File: config.mk
export PLATFORM = sky130hd
export DESIGN_NAME = backlight_level_power_controller
export DESIGN_NICKNAME = d
export VERILOG_FILES = /design/src/hw/rtl/blc_pkg.sv /design/src/hw/rtl/backlight_level_power_controller.sv /design/src/hw/rtl/blc_search.sv /design/src/hw/rtl/blc_step.sv
export SDC_FILE = /design/constraint.sdc
export NUM_CORES = 1
export LEC_CHECK = 0
export BUFFER_PORTS_ARGS = -buffer_cell sky130_fd_sc_hd__buf_2
export CAP_MARGIN = 20
export CORE_ASPECT_RATIO = 0.8
export CORE_MARGIN = 2
export CORE_UTILIZATION = 45
export CTS_BUF_LIST = sky130_fd_sc_hd__clkbuf_8
export CTS_CLUSTER_DIAMETER = 50
export DETAILED_ROUTE_END_ITERATION = 12
export SKIP_CTS_REPAIR_TIMING = 1
export SLEW_MARGIN = 5
export SYNTH_ARGS = -nofsm -noshare
export SYNTH_HDL_FRONTEND = slang
export SYNTH_SLANG_ARGS = --single-unit
export TNS_END_PERCENT = 100
File: constraint.sdc
create_clock -name clk -period 8.75 [get_ports clk]
set_input_delay 0.4375 -clock clk [delete_from_list [all_inputs] [get_ports clk]]
set_output_delay 0.4375 -clock clk [all_outputs]
set_load 0.03 [all_outputs]
File: src/hw/rtl/blc_pkg.sv
`timescale 1ns / 1ps
`default_nettype none

package blc_pkg;

  localparam int LEVELS       = 32;
  localparam int POWER_STATES = 4;
  localparam int TOP_LEVEL    = (LEVELS - 1 > 31) ? 31 : LEVELS - 1;
  localparam int TOP_STATE    = (POWER_STATES - 1 > 3) ? 3 : POWER_STATES - 1;

  localparam int KIND_W   = 3;
  localparam int LEVEL_W  = 5;
  localparam int PSTATE_W = 2;
  localparam int RAW_W    = 8;
  localparam int BRIGHT_W = 7;

  typedef logic [LEVEL_W-1:0]  level_t;
  typedef logic [PSTATE_W-1:0] pstate_t;
  typedef logic [BRIGHT_W-1:0] bright_t;

  localparam level_t  TOP_LEVEL_V = level_t'(TOP_LEVEL);
  localparam pstate_t TOP_STATE_V = pstate_t'(TOP_STATE);

  typedef enum logic [KIND_W-1:0] {
    KIND_SYNC  = 3'd0,
    KIND_UP    = 3'd1,
    KIND_DOWN  = 3'd2,
    KIND_SET   = 3'd3,
    KIND_QUERY = 3'd4
  } kind_t;

  typedef struct packed {
    logic [KIND_W-1:0] kind;
    logic              display_idle;
    pstate_t           target_state;
    logic              screen_on;
    logic [RAW_W-1:0]  raw_reading;
    logic              domain_powered;
    logic              raise_accepted;
  } cmd_t;

  typedef struct packed {
    logic    write_brightness;
    bright_t raw_brightness;
    logic    panel_on_cmd;
    logic    panel_off_cmd;
    logic    request_valid;
    pstate_t request_state;
    pstate_t reported_state;
    pstate_t max_state;
    level_t  level_now;
  } rsp_t;

  typedef struct packed {
    level_t  level;
    level_t  user_level;
    pstate_t power_state;
  } ctl_state_t;

  localparam bright_t RAW_TABLE [32] = '{
    7'd127, 7'd71, 7'd69, 7'd67, 7'd65, 7'd63, 7'd61, 7'd59,
    7'd58,  7'd56, 7'd54, 7'd52, 7'd50, 7'd48, 7'd46, 7'd44,
    7'd42,  7'd40, 7'd38, 7'd37, 7'd35, 7'd33, 7'd31, 7'd29,
    7'd27,  7'd25, 7'd23, 7'd21, 7'd19, 7'd18, 7'd16, 7'd14
  };

  function automatic level_t cap_of(input pstate_t s);
    level_t c;
    unique case (s)
      2'd0:    c = 5'd0;
      2'd1:    c = 5'd1;
      2'd2:    c = 5'd8;
      default: c = 5'd31;
    endcase
    return c;
  endfunction

  function automatic bright_t raw_of(input level_t l);
    return RAW_TABLE[l];
  endfunction

  function automatic pstate_t fitting_state(input level_t l);
    pstate_t f;
    f = TOP_STATE_V;
    for (int i = TOP_STATE; i >= 0; i--) begin
      if (l <= cap_of(pstate_t'(i))) begin
        f = pstate_t'(i);
      end
    end
    return f;
  endfunction

endpackage

`default_nettype wire

File: src/hw/rtl/backlight_level_power_controller.sv
// Backlight level and power-state controller.
// Requests enter on cmd_valid/cmd_ready/cmd: a sync, a brightness up or down
// press, a power-state change or a domain query. Each request yields exactly
// one response on rsp_valid/rsp_ready/rsp, in request order: a panel
// brightness write, panel on/off commands, a power-state request, a query
// report and the level after the request.
// A request taken into the request register moves on to the response register
// once the output is free. Throughput: one request per cycle while rsp_ready holds;
// the table search and the update logic sit in one stage between the request
// register and the response register, and the level, user level and power state
// update there. When the receiver stalls, the response holds and the request
// register keeps taking one more request; cmd_ready drops only once both stages
// are full. Reset clears both valid flags and sets level, user level and power
// state to zero (panel off, lowest state).
`timescale 1ns / 1ps
`default_nettype none

module backlight_level_power_controller (
  input  wire logic           clk,
  input  wire logic           rst,
  input  wire logic           cmd_valid,
  output logic                cmd_ready,
  input  wire blc_pkg::cmd_t  cmd,
  output logic                rsp_valid,
  input  wire logic           rsp_ready,
  output blc_pkg::rsp_t       rsp
);

  logic                hold_valid;
  blc_pkg::cmd_t       hold;
  blc_pkg::ctl_state_t state;
  blc_pkg::ctl_state_t state_next;
  blc_pkg::rsp_t       rsp_next;
  logic                advance;

  assign advance   = hold_valid && (!rsp_valid || rsp_ready);
  assign cmd_ready = !hold_valid || advance;

  blc_step u_step (
    .cmd      (hold),
    .cur      (state),
    .nxt      (state_next),
    .rsp_next (rsp_next)
  );

  always_ff @(posedge clk) begin
    if (rst) begin
      hold_valid <= 1'b0;
      rsp_valid  <= 1'b0;
      state      <= '0;
    end else begin
      if (cmd_ready) begin
        hold_valid <= cmd_valid;
      end
      if (advance) begin
        state     <= state_next;
        rsp_valid <= 1'b1;
      end else if (rsp_ready) begin
        rsp_valid <= 1'b0;
      end
    end
  end

  always_ff @(posedge clk) begin
    if (cmd_valid && cmd_ready) begin
      hold <= cmd;
    end
    if (advance) begin
      rsp <= rsp_next;
    end
  end

  a_stall_blocks: assert property (@(posedge clk) disable iff (rst)
    (hold_valid && rsp_valid && !rsp_ready) |-> !cmd_ready)
    else $error("request taken while both stages are full");

  a_on_writes: assert property (@(posedge clk) disable iff (rst)
    (rsp_valid && rsp.panel_on_cmd) |-> rsp.write_brightness)
    else $error("panel switched on without a brightness write");

  a_no_write_zero: assert property (@(posedge clk) disable iff (rst)
    (rsp_valid && !rsp.write_brightness) |-> (rsp.raw_brightness == '0))
    else $error("raw brightness set without a write");

  a_off_level: assert property (@(posedge clk) disable iff (rst)
    (rsp_valid && rsp.panel_off_cmd) |-> (rsp.level_now == '0 && !rsp.request_valid))
    else $error("panel off with a nonzero level or a state request");

endmodule

`default_nettype wire

File: src/hw/rtl/blc_search.sv
`timescale 1ns / 1ps
`default_nettype none

module blc_search (
  input  wire logic [blc_pkg::RAW_W-1:0] raw_reading,
  output blc_pkg::level_t                found
);

  always_comb begin
    found = blc_pkg::TOP_LEVEL_V;
    for (int i = blc_pkg::TOP_LEVEL; i >= 0; i--) begin
      if (raw_reading >= {1'b0, blc_pkg::raw_of(blc_pkg::level_t'(i))}) begin
        found = blc_pkg::level_t'(i);
      end
    end
  end

endmodule

`default_nettype wire

File: src/hw/rtl/blc_step.sv
`timescale 1ns / 1ps
`default_nettype none

module blc_step (
  input  wire blc_pkg::cmd_t       cmd,
  input  wire blc_pkg::ctl_state_t cur,
  output blc_pkg::ctl_state_t      nxt,
  output blc_pkg::rsp_t            rsp_next
);

  blc_pkg::level_t  found;
  blc_pkg::pstate_t ps;
  blc_pkg::level_t  raise_cap;
  blc_pkg::level_t  raise_level;
  blc_pkg::pstate_t raise_fit;
  blc_pkg::level_t  down_level;
  blc_pkg::level_t  target_cap;
  logic             wr;
  logic             on_cmd;
  logic             off_cmd;
  logic             req;
  blc_pkg::pstate_t req_st;
  blc_pkg::pstate_t rep;
  blc_pkg::pstate_t maxs;

  blc_search u_search (
    .raw_reading (cmd.raw_reading),
    .found       (found)
  );

  assign ps          = (cur.power_state > blc_pkg::TOP_STATE_V) ? blc_pkg::TOP_STATE_V
                                                                : cur.power_state;
  assign target_cap  = blc_pkg::cap_of(cmd.target_state);
  assign raise_cap   = target_cap;
  assign raise_level = (cur.user_level < raise_cap) ? cur.user_level : raise_cap;
  assign raise_fit   = blc_pkg::fitting_state(raise_level);
  assign down_level  = blc_pkg::level_t'(cur.level - 1'b1);

  always_comb begin
    nxt     = cur;
    wr      = 1'b0;
    on_cmd  = 1'b0;
    off_cmd = 1'b0;
    req     = 1'b0;
    req_st  = '0;
    rep     = '0;
    maxs    = '0;
    unique case (blc_pkg::kind_t'(cmd.kind))
      blc_pkg::KIND_SYNC: begin
        if (cmd.screen_on) begin
          nxt.level      = found;
          nxt.user_level = found;
        end else begin
          nxt.level      = '0;
          nxt.user_level = '0;
        end
      end
      blc_pkg::KIND_UP: begin
        if (!cmd.display_idle) begin
          if (cur.level < blc_pkg::cap_of(ps)) begin
            nxt.level      = blc_pkg::level_t'(cur.level + 1'b1);
            nxt.user_level = blc_pkg::level_t'(cur.level + 1'b1);
            wr             = 1'b1;
          end else if (ps < blc_pkg::TOP_STATE_V) begin
            req    = 1'b1;
            req_st = blc_pkg::pstate_t'(ps + 1'b1);
            if (cmd.raise_accepted && cur.user_level < blc_pkg::TOP_LEVEL_V) begin
              nxt.user_level = blc_pkg::level_t'(cur.user_level + 1'b1);
            end
          end
        end
      end
      blc_pkg::KIND_DOWN: begin
        if (!cmd.display_idle && ps != '0 && cur.level != '0) begin
          nxt.level      = down_level;
          nxt.user_level = down_level;
          wr             = 1'b1;
          if (down_level <= blc_pkg::cap_of(blc_pkg::pstate_t'(ps - 1'b1))) begin
            req    = 1'b1;
            req_st = blc_pkg::pstate_t'(ps - 1'b1);
          end
        end
      end
      blc_pkg::KIND_SET: begin
        if (cmd.target_state <= blc_pkg::TOP_STATE_V) begin
          if (cmd.target_state > ps) begin
            on_cmd    = (ps == '0);
            nxt.level = raise_level;
            wr        = 1'b1;
            if (ps > raise_fit) begin
              req    = 1'b1;
              req_st = raise_fit;
            end
          end else if (cmd.target_state < ps) begin
            if (cmd.target_state == '0) begin
              off_cmd   = 1'b1;
              nxt.level = '0;
            end else if (cur.level > target_cap) begin
              nxt.level = target_cap;
              wr        = 1'b1;
            end
          end
          nxt.power_state = cmd.target_state;
        end
      end
      blc_pkg::KIND_QUERY: begin
        if (cmd.domain_powered) begin
          rep  = blc_pkg::fitting_state(cur.level);
          maxs = blc_pkg::TOP_STATE_V;
        end
      end
      default: begin
      end
    endcase
  end

  always_comb begin
    rsp_next.write_brightness = wr;
    rsp_next.raw_brightness   = wr ? blc_pkg::raw_of(nxt.level) : '0;
    rsp_next.panel_on_cmd     = on_cmd;
    rsp_next.panel_off_cmd    = off_cmd;
    rsp_next.request_valid    = req;
    rsp_next.request_state    = req_st;
    rsp_next.reported_state   = rep;
    rsp_next.max_state        = maxs;
    rsp_next.level_now        = nxt.level;
  end

endmodule

`default_nettype wire
==> results of run 1 <==
[per-stage QoR]
step | hold slack (ps) | instance area (um2) | power, mW | utilization (%)
2_1_floorplan | 470 | 4230 | 0.403 | -
3_3_place_gp | 507 | 4450 | 0.436 | 49.0
3_5_place_dp | 510 | 4450 | 0.439 | 49.0
4_1_cts | 269 | 4550 | 0.594 | 50.1
5_1_grt | 259 | 4580 | 0.624 | 50.4
6_report | 276 | 4580 | 0.596 | 50.4
[cells in the mapped netlist (all sizes together), types with 7 or more instances]
master,count,area [um2]
nand2,40,150
a21oi,38,194
edfxtp,38,1140
ha,38,475
nor2,38,143
inv,24,90.1
o21ai,23,119
buf,18,118
nand3,15,75.1
dfxtp,14,280
nand2b,13,81.3
nor2b,13,81.3
a211oi,8,70.1
and3,8,50.1
mux2i,8,80.1
nor3,8,40.0
o31ai,8,65.1
xnor2,8,70.1
a31oi,7,43.8
[metal layers]
layer | track usage [%] | wire length, um | vias up
li1 | - | - | 1811
met1 | 33.7 | 5620 | 1834
met2 | 35.4 | 5040 | 163
met3 | 4.23 | 922 | 13
met4 | 4.88 | 120 | 0
met5 | 0 | 0 | -
[flip-flops by register name, indices dropped and copies added, names as in the netlist]
signal / cells
hold_valid: 1
hold: 17
rsp: 21
rsp_valid: 1
state: 12
[power breakdown]
group	total, mW	switching (mW)	internal, mW
sequential	0.298	0.0202	0.277
clock	0.158	0.0985	0.0591
combinational	0.141	0.0875	0.0534
total	0.596	0.206	0.390
[layout by cell type, fill, tap and decap left out, types with 3 or more instances in the layout]
cell type | Yosys | routed
xnor2_1 | 8 | 8
nand2b_1 | 13 | 13
a21oi_1 | 37 | 37
nor2b_1 | 13 | 13
or3_1 | 6 | 6
and3b_1 | 3 | 3
o21ai_0 | 19 | 19
o21a_1 | 4 | 4
o31a_1 | 5 | 5
edfxtp_1 | 38 | 38
o221ai_1 | 4 | 4
dfxtp_1 | 14 | 14
clkbuf_8 | 0 | 5
or2_2 | 4 | 4
o22a_1 | 3 | 3
xor2_1 | 3 | 3
a21o_1 | 3 | 3
o211ai_1 | 6 | 6
and3_1 | 8 | 8
a211oi_1 | 6 | 6
a31oi_1 | 7 | 7
inv_1 | 23 | 23
ha_1 | 38 | 38
nand2_1 | 40 | 40
o21ai_1 | 3 | 3
nor3_1 | 8 | 8
a311oi_1 | 4 | 4
mux2_2 | 5 | 5
o31ai_1 | 7 | 7
buf_2 | 10 | 44
o22ai_1 | 5 | 5
a211o_1 | 3 | 3
nor2_1 | 38 | 38
nand3_1 | 15 | 15
mux2i_1 | 8 | 8
[layout make-up]
| type | count | area, um2 | area share (%) |
|---|---|---|---|
| repair buffers | 45 | 248 | 5.41 |
| flip-flops and latches | 52 | 1420 | 31.1 |
| clock inverters | 3 | 27.5 | 0.602 |
| well taps | 115 | 144 | 3.14 |
| clock buffers | 5 | 68.8 | 1.50 |
| multi-input cells | 368 | 2570 | 56.1 |
| inverters | 26 | 97.6 | 2.13 |
[worst max path at each step]
stage / startpoint / depth (start not counted) / end / slack (ps)
after floorplan: hold[11]$_DFFE_PP_ / 15 / rsp[15]$_SDFFCE_PN0P_ / 5140
after global placement: hold[11]$_DFFE_PP_ / 16 / rsp[15]$_SDFFCE_PN0P_ / 4610
after detailed placement: hold[11]$_DFFE_PP_ / 15 / rsp[15]$_SDFFCE_PN0P_ / 4520
after CTS: hold[11]$_DFFE_PP_ / 15 / rsp[15]$_SDFFCE_PN0P_ / 4490
after global routing: hold[12]$_DFFE_PP_ / 15 / rsp[15]$_SDFFCE_PN0P_ / 4130
final: hold[11]$_DFFE_PP_ / 15 / rsp[15]$_SDFFCE_PN0P_ / 4400
[kinds of logic (layout without fill, tap and decap cells)]
| kind of cell | after synthesis | count (layout) | share of synthesized area, % |
|---|---|---|---|
| xor+xnor | 11 | 11 | 2.28 |
| simple gates | 163 | 163 | 19.7 |
| mux | 13 | 13 | 3.23 |
| flops | 52 | 52 | 33.6 |
| compound gates | 143 | 143 | 24.4 |
| buf+inv | 50 | 79 | 5.62 |
| fa+ha+maj | 38 | 38 | 11.2 |
[worst max-delay path, cell delays in order (launching register included)]
cell       delay [ps]
edfxtp_1          610
inv_1             170
nor2_1            260
inv_1             220
ha_1              360
a21o_1            120
a31oi_1            40
o21ai_2           430
mux2_2            390
o211ai_1          360
o2111ai_4         230
clkinv_1          150
ha_1              210
a211oi_2           80
a211o_1           240
o31a_1            230
==> qor.txt, run 1 <==
Layout Skew -> 11.5 ps
Initial Util -> 46.6%
CP arrival -> 4440 ps
NumNets Final -> 557
Min-delay src -> cmd[2]
Cell count after synthesis -> 470
Cell Pwr Density -> 130 nW/um2
RSZ-0062 raised after global routing -> false
Slew margin rel. -> 39.3%
Syn avg cell area -> 9.00 um2
Port buffer count -> 44
WL per Instance -> 19.1 um
Crit end category -> flop
Antenna-violating nets left -> 0
Final-report setup violation count -> 0
DIE HEIGHT -> 90.7 um
Layout cells sized above 1 -> 15.8%
Register-to-Register Path Depth -> 15
Die width -> 112 um
Drt first pass iters -> 5
Crit Path Category -> flop to flop
Max frequency -> 230 MHz
R2R setup slack -> 4400 ps
Die Footprint -> 10,200 um2
CTS Buf Count -> 5
First-pass GRT wire length -> 18.7 mm
Total Routing Usage GR -> 23.0%
Max cap viols -> 0
GP Congestion -> 0.865
Worst hold path class -> input port to flop
WHS Endpoint -> hold[2]$_DFFE_PP_
Critical Path RT -> 8840 ps
Clock transition at path regs -> 120 ps
Detailed Route WL -> 11.7 mm
Startpoint Class -> flop
Clock sinks -> 52
Root Buffer -> clkbuf_8
Initial antenna violation count -> 0
WHS Path Cells -> 1
Number of global-route vias before repair -> 3,576
CTS tree -> built
Routed vias -> 3,821
Detailed-route vias per instance -> 6.22
Synthesis warning total -> 0
Layout area overhead -> 8.23%
Min Clock Period, post-route -> 4350 ps
Num ports -> 45
Hpwl dp -> 8.37 mm
Main synth FF type -> edfxtp_1
H-tree depth -> 2
Synthesized area -> 4230 um2
Post-synth ARST share -> 0%
ANT cells -> 0
Non-Filler Instances -> 614
Clock tree buffer depth -> 2
Worst reg2reg endpoint -> rsp[15]$_SDFFCE_PN0P_
Setup TNS -> 0 ps
Final period utilization -> 49.7%
Starting DRT DRC Count -> 430
Worst VDD drop -> 0.0000785 V
Outcome -> finished clean
Synth unique cells -> 72
# rows -> 31
Sequential area share after synthesis -> 33.6%
Leak -> 1.79 nW
Slew Limit Fails -> 0
Pre-CTS WS -> 4520 ps
#FFs+latches synth -> 52
Global route overflow -> 0
Layout fillers -> 886
Number of synthesized flops with an enable pin -> 38
Worst-Margin Slew -> 903 ps
Worst-Skew Late Latency -> 330 ps
Synth Net Count -> 529
Pin count of the biggest net entering global routing -> 30
Placed Cells -> 605
Hold Vio Cnt, Final -> 0
Worst r2r src -> hold[11]$_DFFE_PP_
Fin worst setup slack -> 4400 ps
# DRC -> 0
Core area -> 9080 um2
Critical Path Fanout Max -> 10
No activity file was read; power rests on OpenSTA's default activity.
==> inputs of run 2 (changes only) <==
Settings changed: PLACE_DENSITY set to 0.66.
Clock period 8.75 ns to 3.8 ns, I/O delays scaled along.
==> qor.txt, run 2 (synthesized netlist as in run 1, its figures left out) <==
# DRC -> 0 (unchanged)
Layout area overhead -> 12.9% (was 8.23%)
Comb power frac -> 25.0% (was 23.6%)
GP Congestion -> 0.928 (was 0.865)
Drt first pass iters -> 5 (unchanged)
# rows -> 31 (unchanged)
Die width -> 112 um (unchanged)
P_int -> 0.976 mW (was 0.390 mW)
CP arrival -> 3650 ps (was 4440 ps)
Clk pwr share -> 28.1% (was 26.4%)
Core area -> 9080 um2 (unchanged)
Total Routing Usage GR -> 23.8% (was 23.0%)
Sequential cell area -> 1420 um2 (unchanged)
Clock transition at path regs -> 110 ps (was 120 ps)
Critical Path RT -> 3890 ps (was 8840 ps)
Crit path cell chain -> inv_1, nor2_1, inv_2, ha_1, and3_1, and3_1, a211oi_2, buf_4, mux2_2, o211ai_1, o311a_4, or4b_1, and4_1 (was inv_1, nor2_1, inv_1, ha_1, a21o_1, a31oi_1, o21ai_2, mux2_2, o211ai_1, o2111ai_4, clkinv_1, ha_1, a211oi_2, a211o_1, o31a_1)
Outcome -> finished clean (unchanged)
Clock tree buffer depth -> 2 (unchanged)
Most common cell after layout, fill and taps aside -> buf_2 (unchanged)
Final std cell area, no fill -> 4770 um2 (was 4580 um2)
Die Footprint -> 10,200 um2 (unchanged)
Worst VDD drop -> 0.000229 V (was 0.0000785 V)
CTS Buf Count -> 5 (unchanged)
Starting DRT DRC Count -> 370 (was 430)
Placed cell area -> 4650 um2 (was 4450 um2)
Sequential Power Share -> 46.8% (was 49.9%)
Min Clock Period, post-route -> 3570 ps (was 4350 ps)
Setup TNS -> 0 ps (unchanged)
Slew margin rel. -> 48.7% (was 39.3%)
CP max stage delay -> 440 ps (was 610 ps)
Fin worst setup slack -> 232 ps (was 4400 ps)
Hpwl dp -> 8.94 mm (was 8.37 mm)
Routed vias -> 3,876 (was 3,821)
Slew Limit Fails -> 0 (unchanged)
Net load switching power -> 0.461 mW (was 0.206 mW)
Multi-input gate area -> 2580 um2 (was 2570 um2)
Pin count of the biggest net entering global routing -> 30 (unchanged)
H-tree depth -> 2 (unchanged)
NumNets Final -> 583 (was 557)
Cell Pwr Density -> 301 nW/um2 (was 130 nW/um2)
Hold Vio Cnt, Final -> 0 (unchanged)
Pre-CTS WS -> 209 ps (was 4520 ps)
Number of global-route vias before repair -> 3,588 (was 3,576)
ANT cells -> 0 (unchanged)
Slowest-stage cell, CP -> or4b_1 (was edfxtp_1)
Commonest non-fill, non-tap cells in the layout -> buf_2, nand2_1, nor2_1, ha_1, edfxtp_1 (unchanged)
Port buffer count -> 44 (unchanged)
First-pass GRT wire length -> 19.3 mm (was 18.7 mm)
Layout cells sized above 1 -> 20.2% (was 15.8%)
CTS tree -> built (unchanged)
Worst hold path class -> input port to flop (unchanged)
Layout Skew -> 7.62 ps (was 11.5 ps)
Critical Path Fanout Max -> 15 (was 10)
Max frequency -> 280 MHz (was 230 MHz)
Largest Register -> rsp (unchanged)
Crit Path Category -> flop to flop (unchanged)
Initial antenna violation count -> 0 (unchanged)
Startpoint Class -> flop (unchanged)
Final period utilization -> 93.9% (was 49.7%)
Detailed-route vias per instance -> 6.06 (was 6.22)
Most common cell type on the critical path -> and3_1
Switching share of power -> 32.1% (was 34.6%)
Antenna-violating nets left -> 0 (unchanged)
Crit end category -> flop (unchanged)
WL per Instance -> 18.5 um (was 19.1 um)
Max cap viols -> 0 (unchanged)
Largest register FFs -> 21 (unchanged)
Leak -> 1.92 nW (was 1.79 nW)
Clock sinks -> 52 (unchanged)
Num ports -> 45 (unchanged)
Layout fillers -> 860 (was 886)
Initial Util -> 46.6% (unchanged)
Biggest registers after layout -> rsp x21, hold x17, state x12 (unchanged)
DIE HEIGHT -> 90.7 um (unchanged)
RSZ-0062 raised after global routing -> false (unchanged)
Detailed Route WL -> 11.8 mm (was 11.7 mm)
Final-report setup violation count -> 0 (unchanged)
Hold Slack -> 41.9 ps (was 276 ps)
Worst-Skew Late Latency -> 320 ps (was 330 ps)
Root Buffer -> clkbuf_8 (unchanged)
Worst-Margin Slew -> 770 ps (was 903 ps)
Global route overflow -> 0 (unchanged)
-- run 2: power by group through the flow --
stage | combinational [mW] | clock, mW | sequential (mW)
finish | 0.360 | 0.404 | 0.672
global route | 0.397 | 0.430 | 0.677
CTS | 0.354 | 0.411 | 0.672
detailed placement | 0.352 | 0 | 0.685
global placement | 0.344 | 0 | 0.683
floorplan | 0.236 | 0 | 0.691
-- run 2: metal layers --
| metal | up-vias | global-route usage [%] | wire (um) |
|---|---|---|---|
| met5 | - | 0 | 0 |
| met4 | 0 | 6.30 | 218 |
| met3 | 18 | 4.70 | 1160 |
| met2 | 180 | 33.8 | 4860 |
| met1 | 1805 | 36.5 | 5600 |
| li1 | 1873 | - | - |
-- run 2: worst paths after layout --
check | slack (ps) | end | startpoint | cells past startpoint
setup / recovery | 230 | rsp[17]$_SDFFCE_PN0P_ | hold[11]$_DFFE_PP_ | 13
hold / removal | 40 | hold[15]$_DFFE_PP_ | cmd[15] | 1
setup reg to reg | 230 | rsp[17]$_SDFFCE_PN0P_ | hold[11]$_DFFE_PP_ | 13
hold reg to reg | 540 | state[1]$_SDFFE_PP0P_ | state[1]$_SDFFE_PP0P_ | 2
-- run 2: layout make-up --
type	instances	share of cell area (%)
Clock buffer	5	1.44
Multi-Input combinational cell	368	54.0
Clock inverter	3	0.891
Timing Repair Buffer	71	8.86
Tap cell	115	3.01
Inverter	26	2.04
Sequential cell	52	29.8
-- run 2: critical path: cells and delay by family (launching register included) --
kind / cells / cell delay [ps]
AND/OR/NAND/NOR: 5 / 1200
flip-flops: 1 / 360
multiplexers: 1 / 340
AO/OA/AOI/OAI: 3 / 730
buffers and inverters: 3 / 380
adder cells (fa/ha/maj): 1 / 310
-- run 2: metrics by stage --
stage | instances | total power [mW] | util (%)
CTS | 640 | 1.44 | 52.5
global placement | 632 | 1.03 | 51.3
floorplan | 470 | 0.927 | -
global route | 640 | 1.50 | 52.6
finish | 640 | 1.44 | 52.6
detailed placement | 632 | 1.04 | 51.3
